==> src/sv/spd_pkg.sv <==
// ----------------------------------------------------------------------------
// spd_pkg
// Shared constants, codes and types of the plain SSH packet deframer.
// ----------------------------------------------------------------------------
package spd_pkg;

    // Width of the byte index inside one packet.
    localparam int INDEX_BITS     = 19;
    localparam int LEN_BITS       = 32;
    localparam int MIN_LEN_BITS   = 8;
    localparam int MAX_LEN_BITS   = 19;
    localparam int TIMEOUT_BITS   = 32;
    localparam int COUNT_BITS     = 32;
    localparam int CFG_DATA_BITS  = 32;
    localparam int CFG_INDEX_BITS = 2;
    localparam int HDR_BYTES      = 4;

    // Largest length field that the byte index can walk through.
    localparam logic [LEN_BITS-1:0] INDEX_MAX =
        LEN_BITS'((64'd1 << INDEX_BITS) - 64'd1);

    // Configuration register indexes.
    localparam logic [CFG_INDEX_BITS-1:0] REG_MIN_TOTAL = 2'd0;
    localparam logic [CFG_INDEX_BITS-1:0] REG_MAX_TOTAL = 2'd1;
    localparam logic [CFG_INDEX_BITS-1:0] REG_TIMEOUT   = 2'd2;

    // Configuration reset values.
    localparam logic [MIN_LEN_BITS-1:0] MIN_TOTAL_RESET = 8'd8;
    localparam logic [MAX_LEN_BITS-1:0] MAX_TOTAL_RESET = 19'd35000;
    localparam logic [TIMEOUT_BITS-1:0] TIMEOUT_RESET   = 32'd10000;

    // Input operations.
    localparam logic OP_BYTE = 1'b0;
    localparam logic OP_TICK = 1'b1;

    // Result kinds.
    localparam logic [1:0] KIND_LENGTH  = 2'd0;
    localparam logic [1:0] KIND_PADLEN  = 2'd1;
    localparam logic [1:0] KIND_PAYLOAD = 2'd2;
    localparam logic [1:0] KIND_PADDING = 2'd3;

    // Result status codes.
    localparam logic [2:0] ST_BUSY    = 3'd0;
    localparam logic [2:0] ST_OK      = 3'd1;
    localparam logic [2:0] ST_DISC    = 3'd2;
    localparam logic [2:0] ST_IGN     = 3'd3;
    localparam logic [2:0] ST_LENERR  = 3'd4;
    localparam logic [2:0] ST_PADERR  = 3'd5;
    localparam logic [2:0] ST_TIMEOUT = 3'd6;

    // SSH message numbers that get a status of their own.
    localparam logic [7:0] MSG_DISCONNECT = 8'd1;
    localparam logic [7:0] MSG_IGNORE     = 8'd2;
    localparam logic [7:0] MSG_DEBUG      = 8'd4;

    typedef struct packed {
        logic [MIN_LEN_BITS-1:0] min_total_length;
        logic [MAX_LEN_BITS-1:0] max_total_length;
        logic [TIMEOUT_BITS-1:0] timeout_ticks;
    } cfg_t;

    typedef struct packed {
        logic       op;
        logic [7:0] rx_byte;
    } item_t;

    typedef struct packed {
        logic [7:0]            out_byte;
        logic [1:0]            kind;
        logic                  last;
        logic [2:0]            status;
        logic [COUNT_BITS-1:0] packets_received;
    } result_t;

    // Status of a good packet from its first payload byte.
    function automatic logic [2:0] classify(input logic [7:0] msg);
        logic [2:0] st;
        if (msg == MSG_DISCONNECT) begin
            st = ST_DISC;
        end else if (msg == MSG_IGNORE || msg == MSG_DEBUG) begin
            st = ST_IGN;
        end else begin
            st = ST_OK;
        end
        return st;
    endfunction

endpackage

==> src/sv/spd_cfg_regs.sv <==
// ----------------------------------------------------------------------------
// spd_cfg_regs
// Configuration registers of the deframer, written through a plain port.
// ----------------------------------------------------------------------------
module spd_cfg_regs (
    input  logic                                aclk,
    input  logic                                aresetn,
    input  logic                                cfg_wr_en,
    input  logic [spd_pkg::CFG_INDEX_BITS-1:0]  cfg_index,
    input  logic [spd_pkg::CFG_DATA_BITS-1:0]   cfg_wr_data,
    output spd_pkg::cfg_t                       cfg
);

    spd_pkg::cfg_t cfg_reg;
    spd_pkg::cfg_t cfg_next;

    // The length registers keep only the low bits of the written word; the timeout register keeps all of it.
    always_comb begin
        cfg_next = cfg_reg;
        if (cfg_wr_en) begin
            unique case (cfg_index)
                spd_pkg::REG_MIN_TOTAL: begin
                    cfg_next.min_total_length = cfg_wr_data[spd_pkg::MIN_LEN_BITS-1:0];
                end
                spd_pkg::REG_MAX_TOTAL: begin
                    cfg_next.max_total_length = cfg_wr_data[spd_pkg::MAX_LEN_BITS-1:0];
                end
                spd_pkg::REG_TIMEOUT: begin
                    cfg_next.timeout_ticks = cfg_wr_data[spd_pkg::TIMEOUT_BITS-1:0];
                end
                default: begin
                    cfg_next = cfg_reg;
                end
            endcase
        end
    end

    always_ff @(posedge aclk) begin
        if (!aresetn) begin
            cfg_reg.min_total_length <= spd_pkg::MIN_TOTAL_RESET;
            cfg_reg.max_total_length <= spd_pkg::MAX_TOTAL_RESET;
            cfg_reg.timeout_ticks    <= spd_pkg::TIMEOUT_RESET;
        end else begin
            cfg_reg <= cfg_next;
        end
    end

    assign cfg = cfg_reg;

endmodule

==> src/sv/spd_core.sv <==
// ----------------------------------------------------------------------------
// spd_core
// Packet framing state and the single-pass logic that turns one byte or
// tick into zero or one result.
// ----------------------------------------------------------------------------
module spd_core (
    input  logic              aclk,
    input  logic              aresetn,
    input  spd_pkg::cfg_t     cfg,
    input  logic              item_valid,
    input  spd_pkg::item_t    item,
    output logic              res_valid,
    output spd_pkg::result_t  res
);

    localparam logic [1:0] PH_LENGTH = 2'd0;
    localparam logic [1:0] PH_PADLEN = 2'd1;
    localparam logic [1:0] PH_BODY   = 2'd2;

    localparam int IB = spd_pkg::INDEX_BITS;

    logic [1:0]                      phase_reg,    phase_next;
    logic [IB-1:0]                   idx_reg,      idx_next;
    logic [spd_pkg::LEN_BITS-1:0]    len_reg,      len_next;
    logic                            pad_err_reg,  pad_err_next;
    logic [IB-1:0]                   last_idx_reg, last_idx_next;
    logic [IB-1:0]                   payload_reg,  payload_next;
    logic [7:0]                      msg_reg,      msg_next;
    logic [spd_pkg::TIMEOUT_BITS-1:0] tick_reg,    tick_next;
    logic [spd_pkg::COUNT_BITS-1:0]  seq_reg,      seq_next;

    logic [spd_pkg::LEN_BITS-1:0]    len_shift;
    logic [spd_pkg::LEN_BITS:0]      total;
    logic [IB-1:0]                   idx_inc;
    logic                            len_err;
    logic [IB-1:0]                   len_idx;
    logic [IB-1:0]                   body;
    logic [IB-1:0]                   pad_ext;
    logic                            pad_err_now;
    logic [7:0]                      msg_now;
    logic [spd_pkg::TIMEOUT_BITS-1:0] tick_sat;
    logic                            good;
    logic                            restart;

    // Length collection: shift in the byte, check the finished field.
    assign len_shift = {len_reg[spd_pkg::LEN_BITS-9:0], item.rx_byte};
    assign total     = {1'b0, len_shift} + (spd_pkg::LEN_BITS+1)'(spd_pkg::HDR_BYTES);
    assign idx_inc   = idx_reg + IB'(1);
    assign len_err   = (len_shift == '0) || (len_shift > spd_pkg::INDEX_MAX) ||
                       (total < (spd_pkg::LEN_BITS+1)'(cfg.min_total_length)) ||
                       (total > (spd_pkg::LEN_BITS+1)'(cfg.max_total_length));

    // Padding-length byte: body bounds are worked out once, here.
    assign len_idx     = len_reg[IB-1:0];
    assign body        = len_idx - IB'(1);
    assign pad_ext     = IB'(item.rx_byte);
    assign pad_err_now = spd_pkg::LEN_BITS'(item.rx_byte) > len_reg;

    assign msg_now  = (idx_reg == '0) ? item.rx_byte : msg_reg;
    assign tick_sat = (tick_reg == '1) ? tick_reg : tick_reg + spd_pkg::TIMEOUT_BITS'(1);

    always_comb begin
        phase_next    = phase_reg;
        idx_next      = idx_reg;
        len_next      = len_reg;
        pad_err_next  = pad_err_reg;
        last_idx_next = last_idx_reg;
        payload_next  = payload_reg;
        msg_next      = msg_reg;
        tick_next     = tick_reg;
        seq_next      = seq_reg;
        good          = 1'b0;
        restart       = 1'b0;
        res_valid     = 1'b0;
        res.out_byte  = item.rx_byte;
        res.kind      = spd_pkg::KIND_LENGTH;
        res.last      = 1'b0;
        res.status    = spd_pkg::ST_BUSY;

        if (item.op == spd_pkg::OP_TICK) begin
            tick_next = tick_sat;
            if (tick_sat >= cfg.timeout_ticks) begin
                res_valid    = 1'b1;
                res.out_byte = 8'd0;
                res.last     = 1'b1;
                res.status   = spd_pkg::ST_TIMEOUT;
                restart      = 1'b1;
            end
        end else begin
            res_valid = 1'b1;
            unique case (phase_reg)
                PH_PADLEN: begin
                    res.kind      = spd_pkg::KIND_PADLEN;
                    pad_err_next  = pad_err_now;
                    last_idx_next = len_idx - IB'(2);
                    payload_next  = (body > pad_ext) ? body - pad_ext : '0;
                    if (len_reg == spd_pkg::LEN_BITS'(1)) begin
                        // No body at all: the packet ends here, as a normal one unless the padding length is too large.
                        res.last   = 1'b1;
                        res.status = pad_err_now ? spd_pkg::ST_PADERR : spd_pkg::ST_OK;
                        good       = !pad_err_now;
                    end else begin
                        phase_next = PH_BODY;
                        idx_next   = '0;
                    end
                end
                PH_BODY: begin
                    res.kind = (idx_reg < payload_reg) ? spd_pkg::KIND_PAYLOAD
                                                       : spd_pkg::KIND_PADDING;
                    msg_next = msg_now;
                    if (idx_reg == last_idx_reg) begin
                        res.last   = 1'b1;
                        res.status = pad_err_reg ? spd_pkg::ST_PADERR
                                                 : spd_pkg::classify(msg_now);
                        good       = !pad_err_reg;
                    end else begin
                        idx_next = idx_inc;
                    end
                end
                default: begin
                    len_next = len_shift;
                    idx_next = idx_inc;
                    if (idx_inc >= IB'(spd_pkg::HDR_BYTES)) begin
                        if (len_err) begin
                            res.last   = 1'b1;
                            res.status = spd_pkg::ST_LENERR;
                        end else begin
                            phase_next = PH_PADLEN;
                            idx_next   = '0;
                        end
                    end
                end
            endcase
            restart = res.last;
        end

        if (good) begin
            seq_next = seq_reg + spd_pkg::COUNT_BITS'(1);
        end
        if (restart) begin
            phase_next = PH_LENGTH;
            idx_next   = '0;
            len_next   = '0;
            msg_next   = '0;
            tick_next  = '0;
        end
        res.packets_received = seq_next;
    end

    always_ff @(posedge aclk) begin
        if (!aresetn) begin
            phase_reg <= PH_LENGTH;
            idx_reg   <= '0;
            len_reg   <= '0;
            msg_reg   <= '0;
            tick_reg  <= '0;
            seq_reg   <= '0;
        end else if (item_valid) begin
            phase_reg <= phase_next;
            idx_reg   <= idx_next;
            len_reg   <= len_next;
            msg_reg   <= msg_next;
            tick_reg  <= tick_next;
            seq_reg   <= seq_next;
        end
    end

    always_ff @(posedge aclk) begin
        if (item_valid) begin
            pad_err_reg  <= pad_err_next;
            last_idx_reg <= last_idx_next;
            payload_reg  <= payload_next;
        end
    end

    // Every ending result leaves the framer ready for a new length field.
    a_restart: assert property (@(posedge aclk) disable iff (!aresetn)
        item_valid && res_valid && res.last |=>
            phase_reg == PH_LENGTH && idx_reg == '0 && tick_reg == '0)
        else $error("framer did not restart after an ending result");

    // The good-packet counter moves by one on each good ending only.
    a_count_good: assert property (@(posedge aclk) disable iff (!aresetn)
        item_valid && res_valid && res.last &&
        (res.status == spd_pkg::ST_OK || res.status == spd_pkg::ST_DISC ||
         res.status == spd_pkg::ST_IGN) |=> seq_reg == $past(seq_reg) + 32'd1)
        else $error("packet counter missed a good packet");

    a_count_idle: assert property (@(posedge aclk) disable iff (!aresetn)
        !item_valid |=> $stable(seq_reg))
        else $error("packet counter moved without a transaction");

    // The body index never runs past the last body byte.
    a_body_index: assert property (@(posedge aclk) disable iff (!aresetn)
        phase_reg == PH_BODY |-> idx_reg <= last_idx_reg)
        else $error("body index beyond packet end");

endmodule

==> src/sv/ssh_plain_packet_deframer.sv <==
// ----------------------------------------------------------------------------
// ssh_plain_packet_deframer
// Pipeline: an accepted transaction waits in the input register, passes the
//   framing logic and leaves on the result channel from the result register.
// Throughput: one input transaction per cycle while the result channel is not
//   stalled, set by the single pass from the input register to the result register.
// Reset: synchronous, active-low aresetn clears the framing state, the tick
//   count and the packet counter and loads the register defaults at once.
// ----------------------------------------------------------------------------
module ssh_plain_packet_deframer (
    input  logic                                aclk,
    input  logic                                aresetn,

    // Configuration write port.
    input  logic                                cfg_wr_en,
    input  logic [spd_pkg::CFG_INDEX_BITS-1:0]  cfg_index,
    input  logic [spd_pkg::CFG_DATA_BITS-1:0]   cfg_wr_data,

    // Input channel: received bytes and timer ticks.
    input  logic                                s_valid,
    output logic                                s_ready,
    input  logic                                s_op,
    input  logic [7:0]                          s_rx_byte,

    // Result channel.
    output logic                                m_valid,
    input  logic                                m_ready,
    output logic [7:0]                          m_out_byte,
    output logic [1:0]                          m_kind,
    output logic                                m_last,
    output logic [2:0]                          m_status,
    output logic [spd_pkg::COUNT_BITS-1:0]      m_packets_received
);

    spd_pkg::cfg_t    cfg;
    spd_pkg::item_t   in_item_reg;
    logic             in_vld_reg;
    logic             in_vld_next;
    spd_pkg::result_t out_res_reg;
    logic             out_vld_reg;
    logic             out_vld_next;
    spd_pkg::result_t core_res;
    logic             core_res_valid;
    logic             fire;

    spd_cfg_regs u_cfg (
        .aclk        (aclk),
        .aresetn     (aresetn),
        .cfg_wr_en   (cfg_wr_en),
        .cfg_index   (cfg_index),
        .cfg_wr_data (cfg_wr_data),
        .cfg         (cfg)
    );

    // The held item is processed when the result register is free or is
    // being emptied in the same cycle. A tick that causes no result still
    // advances, so it never blocks the pipe.
    assign fire    = in_vld_reg && (!out_vld_reg || m_ready);

    // The input register takes a new transaction whenever it is empty or
    // its current item moves on in this cycle.
    assign s_ready = !in_vld_reg || fire;

    always_comb begin
        in_vld_next = in_vld_reg;
        if (s_valid && s_ready) begin
            in_vld_next = 1'b1;
        end else if (fire) begin
            in_vld_next = 1'b0;
        end
    end

    always_comb begin
        out_vld_next = out_vld_reg;
        if (fire) begin
            out_vld_next = core_res_valid;
        end else if (m_ready) begin
            out_vld_next = 1'b0;
        end
    end

    spd_core u_core (
        .aclk       (aclk),
        .aresetn    (aresetn),
        .cfg        (cfg),
        .item_valid (fire),
        .item       (in_item_reg),
        .res_valid  (core_res_valid),
        .res        (core_res)
    );

    always_ff @(posedge aclk) begin
        if (!aresetn) begin
            in_vld_reg  <= 1'b0;
            out_vld_reg <= 1'b0;
        end else begin
            in_vld_reg  <= in_vld_next;
            out_vld_reg <= out_vld_next;
        end
    end

    // Payload registers load without reset; the valid flags guard them.
    always_ff @(posedge aclk) begin
        if (s_valid && s_ready) begin
            in_item_reg.op      <= s_op;
            in_item_reg.rx_byte <= s_rx_byte;
        end
        if (fire && core_res_valid) begin
            out_res_reg <= core_res;
        end
    end

    assign m_valid            = out_vld_reg;
    assign m_out_byte         = out_res_reg.out_byte;
    assign m_kind             = out_res_reg.kind;
    assign m_last             = out_res_reg.last;
    assign m_status           = out_res_reg.status;
    assign m_packets_received = out_res_reg.packets_received;

    // An accepted transaction is always captured in the input register.
    a_in_capture: assert property (@(posedge aclk) disable iff (!aresetn)
        s_valid && s_ready |=> in_vld_reg)
        else $error("accepted transaction was not captured");

    // A held item waits unchanged while the result register is blocked.
    a_in_hold: assert property (@(posedge aclk) disable iff (!aresetn)
        in_vld_reg && out_vld_reg && !m_ready |=>
            in_vld_reg && $stable(in_item_reg))
        else $error("held item lost while the result channel stalled");

    // A timeout result carries no byte and always ends the packet.
    a_timeout_shape: assert property (@(posedge aclk) disable iff (!aresetn)
        m_valid && m_status == spd_pkg::ST_TIMEOUT |->
            m_last && m_out_byte == 8'd0 && m_kind == spd_pkg::KIND_LENGTH)
        else $error("malformed timeout result");

endmodule
==> config.mk <==
export PLATFORM = sky130hd
export DESIGN_NAME = ssh_plain_packet_deframer
export DESIGN_NICKNAME = d
export VERILOG_FILES = /design/src/sv/spd_pkg.sv /design/src/sv/spd_cfg_regs.sv /design/src/sv/spd_core.sv /design/src/sv/ssh_plain_packet_deframer.sv
export SDC_FILE = /design/constraint.sdc
export NUM_CORES = 1
export LEC_CHECK = 0
export ABC_CLOCK_PERIOD_IN_PS = 7900
export BUFFER_PORTS_ARGS = -buffer_cell sky130_fd_sc_hd__buf_2
export CAP_MARGIN = 40
export CORE_UTILIZATION = 30
export CTS_CLUSTER_SIZE = 8
export DETAILED_ROUTE_END_ITERATION = 8
export GPL_TIMING_DRIVEN = 1
export PLACE_DENSITY_LB_ADDON = 0.05
export SYNTH_ARGS = -nofsm -noshare
export SYNTH_HDL_FRONTEND = slang
export SYNTH_HIERARCHICAL = 1
export SYNTH_SLANG_ARGS = --single-unit
==> constraint.sdc <==
create_clock -name aclk -period 7.9 [get_ports aclk]
set_input_delay 1.58 -clock aclk [delete_from_list [all_inputs] [get_ports aclk]]
set_output_delay 1.58 -clock aclk [all_outputs]
set_load 0.02 [all_outputs]
* After elaboration in Yosys (flattened, before gate mapping)
Index checks and enable logic that the tools add are counted.
W data, S select, Z words.
** Cells by class
- Reductions and logical operators :: 31
- Muxes and demuxes :: 50
- Bitwise logic cells :: 1
- Eq/ne operators :: 16
- Magnitude comparators :: 8
- Add/subtract/negate cells :: 7
** Operators with widths (count)
- $mux W32 :: 7
- $mux W19 :: 6
- $add A32 B1 Y32 const B :: 2
- $mux W8 :: 6
- $pmux W19 S2 :: 1
- $add A32 B3 Y33 const B :: 1
- $gt A33 B19 Y1 :: 1
- $lt A33 B8 Y1 :: 1
- $eq A32 B1 Y1 const B :: 1
- $eq A32 B32 Y1 const B :: 1
- $ge A32 B32 Y1 :: 1
- $gt A32 B19 Y1 const B :: 1
- $gt A8 B32 Y1 :: 1
- $logic_not A32 Y1 :: 1
- $mux W4 :: 6
- $add A19 B1 Y19 const B :: 1
- $eq A19 B19 Y1 :: 1
- $ge A19 B3 Y1 const B :: 1
- $gt A19 B8 Y1 :: 1
- $logic_not A19 Y1 :: 1
- $lt A19 B19 Y1 :: 1
- $sub A19 B1 Y19 const B :: 1
- $sub A19 B2 Y19 const B :: 1
- $sub A19 B8 Y19 :: 1
- 26 further kinds :: 67
** Word-level totals
- Bits in registers :: 280
- Input bits :: 48
- Output and inout port bits :: 48
- Logic and storage cells :: 134

* Depth between registers and ports, before layout
Gate-level depths: netlist (run 1).
- Depth in word-level cells :: 12
- Gate-level depth with buffers :: 22

* Cells and area by module
The synthesis (run 1) kept the hierarchy.
** By module, submodules not included
- spd_core :: area an instance 12962.4 um^2, cells an instance 1618, instances 1, seq. area each 3673.5 um^2
- spd_cfg_regs :: area an instance 2324.7 um^2, cells an instance 243, instances 1, seq. area each 1181.1 um^2
- ssh_plain_packet_deframer :: area an instance 1764.2 um^2, cells an instance 68, instances 1, seq. area each 1691.6 um^2

* Worst setup path after synthesis (run 1)
No wires, ideal clock.
- Kind :: flip-flop to flip-flop
- Start :: register u_core/tick_reg[3] in the netlist's numbering
- End :: register out_res_reg (netlist bit m_kind[0]) (enable)
- Stages on the path, launching flop included :: 18
- Slack :: 1.786 ns
- Data required time :: 7.450 ns
- Setup time :: 0.450 ns
- Arrival time :: 5.664 ns
- Path buffers :: 1
- Cells stage by stage :: dfxtp_1 > and4_1 > nand4_1 > nor4_4 > or2_0 > nor3_1 > and3_1 > xor2_1 > ha_1 > a21oi_1 > o21ai_0 > a2111oi_0 > o31a_1 > o21a_1 > inv_1 > buf_1 > nand2_1 > nor2_1
** On the way
- Longest elaborated chain between the ends :: 6
- Elaborated cells between the ends (all ways) :: 7
- Those cells by class :: 1 x add/sub; 1 x order compare; 1 x eq/ne; 3 x mux; 1 x reduce/logical
** RTL lines
- from (decl) :: RTL line spd_core.sv:29 : logic [spd_pkg::TIMEOUT_BITS-1:0] tick_reg, tick_next;
- from (signal assigned) :: RTL line spd_core.sv:163 : tick_reg <= tick_next;
- $add A32 B1 Y32 / $eq A32 B32 Y1 (equally long branches) :: RTL line spd_core.sv:60 : assign tick_sat = (tick_reg == '1) ? tick_reg : tick_reg + spd_pkg::TIMEOUT_BITS'(1);
- $mux W32 * :: RTL line spd_core.sv:60
- $ge A32 B32 Y1 * :: RTL line spd_core.sv:82 : if (tick_sat >= cfg.timeout_ticks) begin
- $mux W1 * :: RTL line spd_core.sv:82
- $mux W1 * :: RTL line spd_core.sv:80 : if (item.op == spd_pkg::OP_TICK) begin
- named net core_res_valid :: RTL line ssh_plain_packet_deframer.sv:43 : logic core_res_valid;
- $logic_and A1 B1 Y1 * :: RTL line ssh_plain_packet_deframer.sv:108 : if (fire && core_res_valid) begin
- to (signal assigned) :: RTL line ssh_plain_packet_deframer.sv:109 : out_res_reg <= core_res;
- to (decl) :: RTL line ssh_plain_packet_deframer.sv:39 : spd_pkg::result_t out_res_reg;
Mark *: on every way through the listed nets, which the timed path passes. The rest lies on a longest branch.
A chain may end at the register's enable or synchronous reset.

* Worst setup path in the final report (run 1)
- Start :: register u_core/tick_reg[3] in the netlist's numbering
- End :: register u_core.idx_reg[12]
** On the way
- Longest elaborated chain between the ends :: 7
- Elaborated cells between the ends (all ways) :: 11
- Those cells by class :: 1 x add/sub; 1 x order compare; 4 x eq/ne; 4 x mux; 1 x reduce/logical
** RTL lines
- $add A32 B1 Y32 / $eq A32 B32 Y1 (equally long branches) :: RTL line spd_core.sv:60
- $mux W32 * :: RTL line spd_core.sv:60
- $ge A32 B32 Y1 * :: RTL line spd_core.sv:82
- $mux W1 * :: RTL line spd_core.sv:82
- $mux W1 * :: RTL line spd_core.sv:80
- $ne A3 B2 Y1 (no line) / $ne A2 B1 Y1 (equally long branches)
- $reduce_and A4 Y1 (no line)
- to (signal assigned) :: RTL line spd_core.sv:160 : idx_reg <= idx_next;
- to (decl) :: RTL line spd_core.sv:23 : logic [IB-1:0] idx_reg, idx_next;
Mark *: on every way between the ends. The rest lies on a longest branch, timed or not.

==> results of run 1 <==
[where the power goes]
group / switching, mW / internal (mW)
logic: 0.247 / 0.140
clock network: 0.672 / 0.964
registers: 0.0252 / 1.52
[worst max path at each step]
stage | cells after the start | end
after floorplan | 17 | m_kind[0]$_DFFE_PP_
final | 18 | u_core/idx_reg[12]$_SDFFE_PN0P_
after global placement | 18 | u_core/idx_reg[12]$_SDFFE_PN0P_
after CTS | 18 | u_core/idx_reg[12]$_SDFFE_PN0P_
after detailed placement | 18 | u_core/idx_reg[12]$_SDFFE_PN0P_
after global routing | 18 | u_core/idx_reg[3]$_SDFFE_PN0P_
[critical path: stages (launching register included)]
cell and delay, ns:
dfxtp_1 0.44, and4_1 0.31, nand4_1 0.37, nor4_4 0.61
nor2_1 0.25, nand4_1 0.25, or2_2 0.18, xnor2_1 0.07
ha_1 0.31, nand2_1 0.05, o21ai_0 0.54, a211oi_1 0.11
o31a_1 0.17, o21a_1 0.30, inv_1 0.48, nand2_1 0.42
a221oi_4 0.82, a21bo_2 0.29, mux2_2 0.25
[logic make-up after synthesis]
| group | count (synthesis) | synth area share (%) |
|---|---|---|
| mux | 70 | 4.161 |
| fa+ha+maj | 108 | 7.969 |
| xor+xnor | 172 | 8.835 |
| simple gates | 762 | 22.84 |
| compound gates | 297 | 11.89 |
| flops | 280 | 38.39 |
| buf+inv | 240 | 5.914 |
[per-stage QoR]
step / std cells / util, %
2_1_floorplan: 1929 / -
3_3_place_gp: 2691 / 32.19
3_5_place_dp: 2695 / 32.30
4_1_cts: 2762 / 34.34
5_1_grt: 2762 / 34.34
6_report: 2762 / 34.34
[per-layer routing]
metal,track usage (%),vias up
li1,-,6912
met1,25.98,6662
met2,29.73,269
met3,2.847,75
met4,5.211,0
met5,0,-
[area by class of cell]
type	count	area, um2	share of cell area, %
clock inverters	3	22.52	0.1166
repair buffers	113	645.6	3.341
flip-flops and latches	280	6546	33.88
multi-input cells	1409	9527	49.30
well taps	756	945.9	4.895
clock buffers	64	1122	5.808
inverters	137	514.2	2.661
[placed cells by master, fill, tap and decap left out, drive strengths merged, types with 20 or more instances in the layout]
| master | Yosys | layout |
|---|---|---|
| nand2 | 237 | 237 |
| dfxtp | 186 | 186 |
| nor2 | 146 | 146 |
| inv | 136 | 138 |
| buf | 45 | 113 |
| xnor2 | 109 | 109 |
| ha | 107 | 107 |
| edfxtp | 94 | 94 |
| a21oi | 91 | 91 |
| nand3 | 89 | 89 |
| clkbuf | 58 | 64 |
| mux2i | 63 | 63 |
| xor2 | 63 | 63 |
| o21ai | 56 | 56 |
| nor3 | 52 | 52 |
| nand4 | 48 | 48 |
| and3 | 33 | 33 |
| nor4 | 31 | 31 |
| a22o | 27 | 27 |
| nor2b | 20 | 20 |
==> summary.txt, run 1 <==
run status: completed
design area: 19320 um2
reg2reg path depth: 18
kind of critical path: register to register
Synth Cell Area: 17050 um2
IO Pins: 96
core area: 56280 um2
worst hold path type: register to register
CTS root buffer: clkbuf_16
Initial Util: 30.30%
CP arrival: 6.78 ns
dpl hpwl: 38.42 mm
H-tree depth: 2
# Max-Cap Violations: 0
Critical R2R Launch: u_core/tick_reg[3]$_SDFFE_PN0P_
vias per inst: 5.039
DRC violations left: 0
number of flip-flops in the largest register: 59
r2r endpoint: u_core/idx_reg[12]$_SDFFE_PN0P_
CP startpoint kind: register
Num CTS Buffers: 41
Critical Path RT: 8.35 ns
# Post-CTS Setup Buffers: 0
final hold violation count: 0
syn avg cell area: 8.839 um2
Reg clk slew, reported paths: 0.05 ns
number of global-route vias before repair: 13680
async set-reset flop share out of synthesis: 0%
top cell type by total area after synthesis: dfxtp_1
dpl cell area: 18180 um2
die span in x: 240.4 um
final worst path period share: 80.11%
drt first pass iters: 5
pins over their slew limit: 0
Final Worst Setup Slack: 1.572 ns
iteration-0 DRC count of the detailed router: 852
layout cell share with drive strength beyond 1: 10.87%
pre-CTS setup slack: 1.646 ns
Commonest cells post-synth: nand2_1 (236), dfxtp_1 (186), nor2_1 (146)
most common cell in the netlist: nand2_1
routed len/inst: 19.32 um
Yosys reg bits: 280
Synth Flop Type: dfxtp_1
die area: 57790 um2
CTS sink count: 280
largest net degree at the start of global routing: 70
launch point of the worst path: u_core/tick_reg[3]$_SDFFE_PN0P_
deepest clock path buffer count: 3
TritonCTS clock tree: done
RSZ-0062 raised after global routing: false
max layer used: met4
maximum vdd drop: 0.0001072 V
via count: 13920
Final GP Congestion: 0.8055
number of enable flip-flop cells after synthesis: 94
Remaining Overflow, GRT: 0
DR WL met3: 2.311 mm
WHS Path Cells: 2
fin nets: 2138
final worst path period need: 6.328 ns
Max FO, Critical Path: 18
Netlist cell types: 94
Rel. slew slack: 41.03%
final setup violation count: 0
Post-Synthesis Cells: 1929
first-pass GRT wire length: 82.32 mm
Setup Skew: 0.02402 ns
Synth area leaders: dfxtp_1 (22%), edfxtp_1 (17%), ha_1 (7.9%), xnor2_1 (5.6%), nand2_1 (5.2%)
setup_tns: 0 ns
share of the synthesized area in the top cell type: 21.84%
wl on met1: 25.69 mm
Met2 Routed Length: 24.11 mm
actual slew at the worst max-slew pin: 0.8834 ns
Row Count: 87
Hold WS: 0.4496 ns
clock latency reported for the late side of the worst-skew pair: 0.56 ns
Post-Syn Nets: 2085
Final Total Pwr: 3.568 mW
Pwr Density: 184.6 nW/um2
fillcell total: 5916
Ys Warns: 6
fmax: 0.1580 GHz
Global Route Usage Sum: 18.67%
initial antenna violation count: 0
Leak: 7.724 nW
die span in y: 240.4 um
DRT Wirelength: 53.37 mm
Endpoint, Worst Hold: u_core/len_reg[27]$_SDFFE_PN0P_
element type at the critical path end: register
Detail Route Antenna Nets: 0
# hold bufs at CTS: 0
Resized cells post-CTS: 0
hold_sp: u_core/len_reg[27]$_SDFFE_PN0P_
sequential share of the synthesized area: 38.39%
P&R area growth vs syn: 13.33%
port bufs: 95
ant diodes: 0
R2R setup slack: 1.57 ns
Note: power is estimated with default switching activity, not from simulation.
==> run 2, diff against run 1 <==
ABC_CLOCK_PERIOD_IN_PS = 5430   (was 7900)
clock period = 5.43 ns   (was 7.9 ns; I/O delays follow)
==> summary.txt, run 2 (synthesis gave the netlist of run 1 again) <==
dpl hpwl: 39.37 mm
final worst path period need: 5.019 ns
Row Count: 87
IO Pins: 96
TritonCTS clock tree: done
ant diodes: 0
dpl cells: 2726
die span in y: 240.4 um
H-tree depth: 2
Leak: 7.936 nW
number of global-route vias before repair: 13950
r2r endpoint: u_core/idx_reg[12]$_SDFFE_PN0P_
final cell count without fillers: 2799
Final GP Congestion: 0.8405
run status: completed
Global Route Usage Sum: 18.78%
Rel. slew slack: 46.72%
crit path cell chain: nand3_1 -> or3_1 -> nor4_4 -> or2_0 -> nor3_1 -> buf_4 -> and3_1 -> xor2_1 -> ha_1 -> a21oi_1 -> o21ai_0 -> a2111oi_2 -> o31a_1 -> o21a_1 -> inv_1 -> nand2_1 -> a221oi_4 -> a21bo_2 -> mux2_2
number of flip-flops in the largest register: 59
core area: 56280 um2
# hold bufs at CTS: 0
clock latency reported for the late side of the worst-skew pair: 0.56 ns
routed len/inst: 19.24 um
Final Util: 34.98%
sum of buffers and inverters on the critical path: 2
final hold violation count: 0
Num CTS Buffers: 42
final setup violation count: 0
worst hold path type: register to register
vias per inst: 5.040
layout cell share with drive strength beyond 1: 12.53%
iteration-0 DRC count of the detailed router: 807
die area: 57790 um2
kind of critical path: register to register
Remaining Overflow, GRT: 0
die span in x: 240.4 um
reg2reg path depth: 19
Setup Skew: 0.01881 ns
# Max-Cap Violations: 0
Detail Route Antenna Nets: 0
P&R area growth vs syn: 15.45%
Initial Util: 30.30%
port bufs: 95
Critical Path RT: 5.87 ns
Final Total Pwr: 5.352 mW
maximum vdd drop: 0.0001688 V
Endpoint, Worst Hold: u_cfg/cfg[40]$_SDFFE_PN0P_
hold_sp: u_cfg/cfg[40]$_SDFFE_PN0P_
pre-CTS setup slack: 0.2924 ns
Critical R2R Launch: u_core/tick_reg[12]$_SDFFE_PN0P_
largest net degree at the start of global routing: 67
CTS root buffer: clkbuf_16
first-pass GRT wire length: 82.77 mm
most frequent cells in the layout: nand2_1 (236), dfxtp_1 (186), nor2_1 (144)
WHS Path Cells: 2
pins over their slew limit: 0
CP max-delay cell: a221oi_4
deepest clock path buffer count: 3
CP startpoint kind: register
Crit path largest cell delay: 0.68 ns
actual slew at the worst max-slew pin: 0.7963 ns
DRC violations left: 0
final worst path period share: 92.43%
CP arrival: 5.46 ns
via count: 14110
R2R setup slack: 0.41 ns
CTS sink count: 280
Final Worst Setup Slack: 0.4110 ns
leading cell type in the layout, fill and taps excluded: nand2_1
setup_tns: 0 ns
fmax: 0.1992 GHz
Reg clk slew, reported paths: 0.05 ns
drt first pass iters: 5
Max FO, Critical Path: 16
fin nets: 2172
CP delay by family, top: compound AO/OA/AOI/OAI gates
Pwr Density: 271.9 nW/um2
element type at the critical path end: register
initial antenna violation count: 1
DRT Wirelength: 53.84 mm
[run 2: tightest hold or removal path, stage by stage, from the launching register on]
cell and delay, ns:
dfxtp_1 0.30, nand2_1 0.05, mux2i_1 0.05
[run 2: worst max path at each step]
stage | from | endpoint | slack [ns] | depth (start not counted)
floorplan | u_core/tick_reg[3]$_SDFFE_PN0P_ | m_kind[0]$_DFFE_PP_ | 0.07 | 17
global placement | u_core/tick_reg[3]$_SDFFE_PN0P_ | u_core/idx_reg[14]$_SDFFE_PN0P_ | 0.37 | 19
detailed placement | u_core/tick_reg[3]$_SDFFE_PN0P_ | u_core/idx_reg[5]$_SDFFE_PN0P_ | 0.29 | 18
CTS | u_core/tick_reg[3]$_SDFFE_PN0P_ | u_core/idx_reg[5]$_SDFFE_PN0P_ | 0.23 | 18
global route | u_core/tick_reg[13]$_SDFFE_PN0P_ | u_core/idx_reg[12]$_SDFFE_PN0P_ | -0.002 | 19
finish | u_core/tick_reg[12]$_SDFFE_PN0P_ | u_core/idx_reg[12]$_SDFFE_PN0P_ | 0.41 | 19
[run 2: final cells by class]
type,count,area (um2)
Fill cell,5936,36590
Inverter,137,514.2
Tap cell,756,945.9
Timing Repair Buffer,146,913.4
Clock buffer,69,1194
Multi-Input combinational cell,1409,9533
Sequential cell,280,6546
Clock inverter,2,38.79
[run 2: power by group]
group	switching (mW)	total [mW]	internal (mW)
clock network	0.997	2.53	1.53
logic	0.373	0.591	0.218
registers	0.0238	2.23	2.21
total	1.39	5.35	3.96
[run 2: metrics by stage]
stage	hold WS, ns	instance area, um2
6_report	0.4522	19690
5_1_grt	0.4695	19690
4_1_cts	0.4540	19660
3_5_place_dp	0.4469	18420
3_3_place_gp	0.4448	18370
2_1_floorplan	0.4316	17050
[run 2: what timing repair did]
action	in CTS	in global routing
setup endpoints to repair	0	77
buffers inserted	0	2
resized for setup	0	4
[run 2: per-layer routing]
metal,global-route usage (%),share of wire [%]
met4,6.215,2.9
met3,2.790,3.8
met2,29.98,45
met1,25.76,48
met5,0,0
==> run 3, diff against run 2 <==
ABC_CLOCK_PERIOD_IN_PS = 4400   (was 5430)
clock period = 4.4 ns   (was 5.43 ns; I/O delays follow)
==> summary.txt, run 3 (synthesis gave the netlist of run 1 again) <==
DRC violations left: 0
most frequent cells in the layout: nand2_1 (228), dfxtp_1 (181), buf_4 (157)
kind of critical path: register to register
iteration-0 DRC count of the detailed router: 722
clock latency reported for the late side of the worst-skew pair: 0.56 ns
Rel. slew slack: 46.43%
design area: 21110 um2
fin nets: 2300
Setup Skew: 0.01903 ns
final hold violation count: 0
Global Route Usage Sum: 19.10%
final setup violation count: 0
TritonCTS clock tree: done
Final GP Congestion: 0.8236
Reg clk slew, reported paths: 0.05 ns
initial antenna violation count: 0
dpl cell area: 19400 um2
element type at the critical path end: register
DRT Wirelength: 55.34 mm
CP arrival: 4.77 ns
port bufs: 95
Detail Route Antenna Nets: 0
reg2reg path depth: 20
Remaining Overflow, GRT: 0
die span in y: 240.4 um
CTS sink count: 280
fmax: 0.2326 GHz
Critical Path RT: 4.87 ns
via count: 14440
IO Pins: 96
H-tree depth: 2
core area: 56280 um2
maximum vdd drop: 0.0001814 V
Pwr Density: 307.7 nW/um2
deepest clock path buffer count: 3
Leak: 8.741 nW
first-pass GRT wire length: 83.81 mm
Hold WS: 0.4504 ns
pins over their slew limit: 0
drt first pass iters: 5
Initial Util: 30.30%
Num CTS Buffers: 41
die area: 57790 um2
worst hold path type: register to register
die span in x: 240.4 um
# Max-Cap Violations: 0
RSZ-0062 raised after global routing: true
Final Util: 37.50%
ant diodes: 0
final worst path period share: 97.69%
leading cell type in the layout, fill and taps excluded: nand2_1
routed len/inst: 18.93 um
vias per inst: 4.937
number of global-route vias before repair: 14140
actual slew at the worst max-slew pin: 0.8005 ns
Max FO, Critical Path: 4
CTS root buffer: clkbuf_16
dpl hpwl: 40.61 mm
WHS Path Cells: 2
P&R area growth vs syn: 23.77%
setup_tns: 0 ns
layout cell share with drive strength beyond 1: 20.62%
number of flip-flops in the largest register: 59
Row Count: 87
run status: completed
CP startpoint kind: register
final worst path period need: 4.298 ns
largest net degree at the start of global routing: 69
## run 3: path summary, 6_finish.rpt
path | slack (ns) | to | from
max | 0.10 | u_core/msg_reg[0]$_SDFFE_PN0P_ | u_core/tick_reg[4]$_SDFFE_PN0P_
max reg2reg | 0.10 | u_core/msg_reg[0]$_SDFFE_PN0P_ | u_core/tick_reg[4]$_SDFFE_PN0P_
min reg2reg | 0.45 | u_core/len_reg[31]$_SDFFE_PN0P_ | u_core/len_reg[31]$_SDFFE_PN0P_
min | 0.45 | u_core/len_reg[31]$_SDFFE_PN0P_ | u_core/len_reg[31]$_SDFFE_PN0P_
## run 3: worst max-delay path: stages (launching register included)
cell	delay, ns
dfxtp_2	0.32
and4_4	0.23
nand4_1	0.21
nor4_4	0.43
or2_4	0.22
nor2_2	0.06
and4_4	0.17
xor2_2	0.14
ha_1	0.34
a21oi_2	0.19
o21ai_4	0.09
a2111oi_4	0.36
o31a_1	0.22
o21a_4	0.18
inv_6	0.05
buf_6	0.12
nand2_4	0.05
o21a_1	0.17
inv_2	0.04
or4_1	0.47
a31oi_1	0.14
## run 3: stage by stage
stage,setup slack [ns],power (mW),cells
2_1_floorplan,-0.09973,3.298,1929
3_3_place_gp,-0.06824,3.584,2841
3_5_place_dp,-0.1133,3.588,2842
4_1_cts,-0.003763,6.591,2914
5_1_grt,-0.08052,6.792,2924
6_report,0.1017,6.494,2924
## run 3: cell type report
type | instances | area [um2]
fill | 5846 | 35170
multi-input combinational | 1409 | 9893
sequential | 280 | 6553
timing repair buffer | 275 | 2061
clock buffer | 65 | 1116
tap | 756 | 945.9
inverter | 137 | 519.2
clock inverter | 2 | 17.52
## run 3: report_power, final
group / internal, mW / leakage (nW) / switching [mW] / total (mW)
registers: 2.73 / 2.41 / 0.0296 / 2.76
logic: 0.329 / 5.78 / 0.489 / 0.817
clock network: 1.72 / 0.543 / 1.20 / 2.92
total: 4.78 / 8.74 / 1.72 / 6.49
## run 3: per-layer routing
metal	wire [um]	track usage (%)	vias up
met1	26670	26.25	6928
met3	1827	2.698	63
li1	-	-	7215
met2	25880	31.49	230
met5	0	0	-
met4	956	4.208	0
## run 3: timing repair
action,CTS,global route
pin swaps,11,41
hold buffers,0,0
setup endpoints to repair,12,138
gates cloned,0,3
gates resized for setup,14,89
setup buffers,5,7
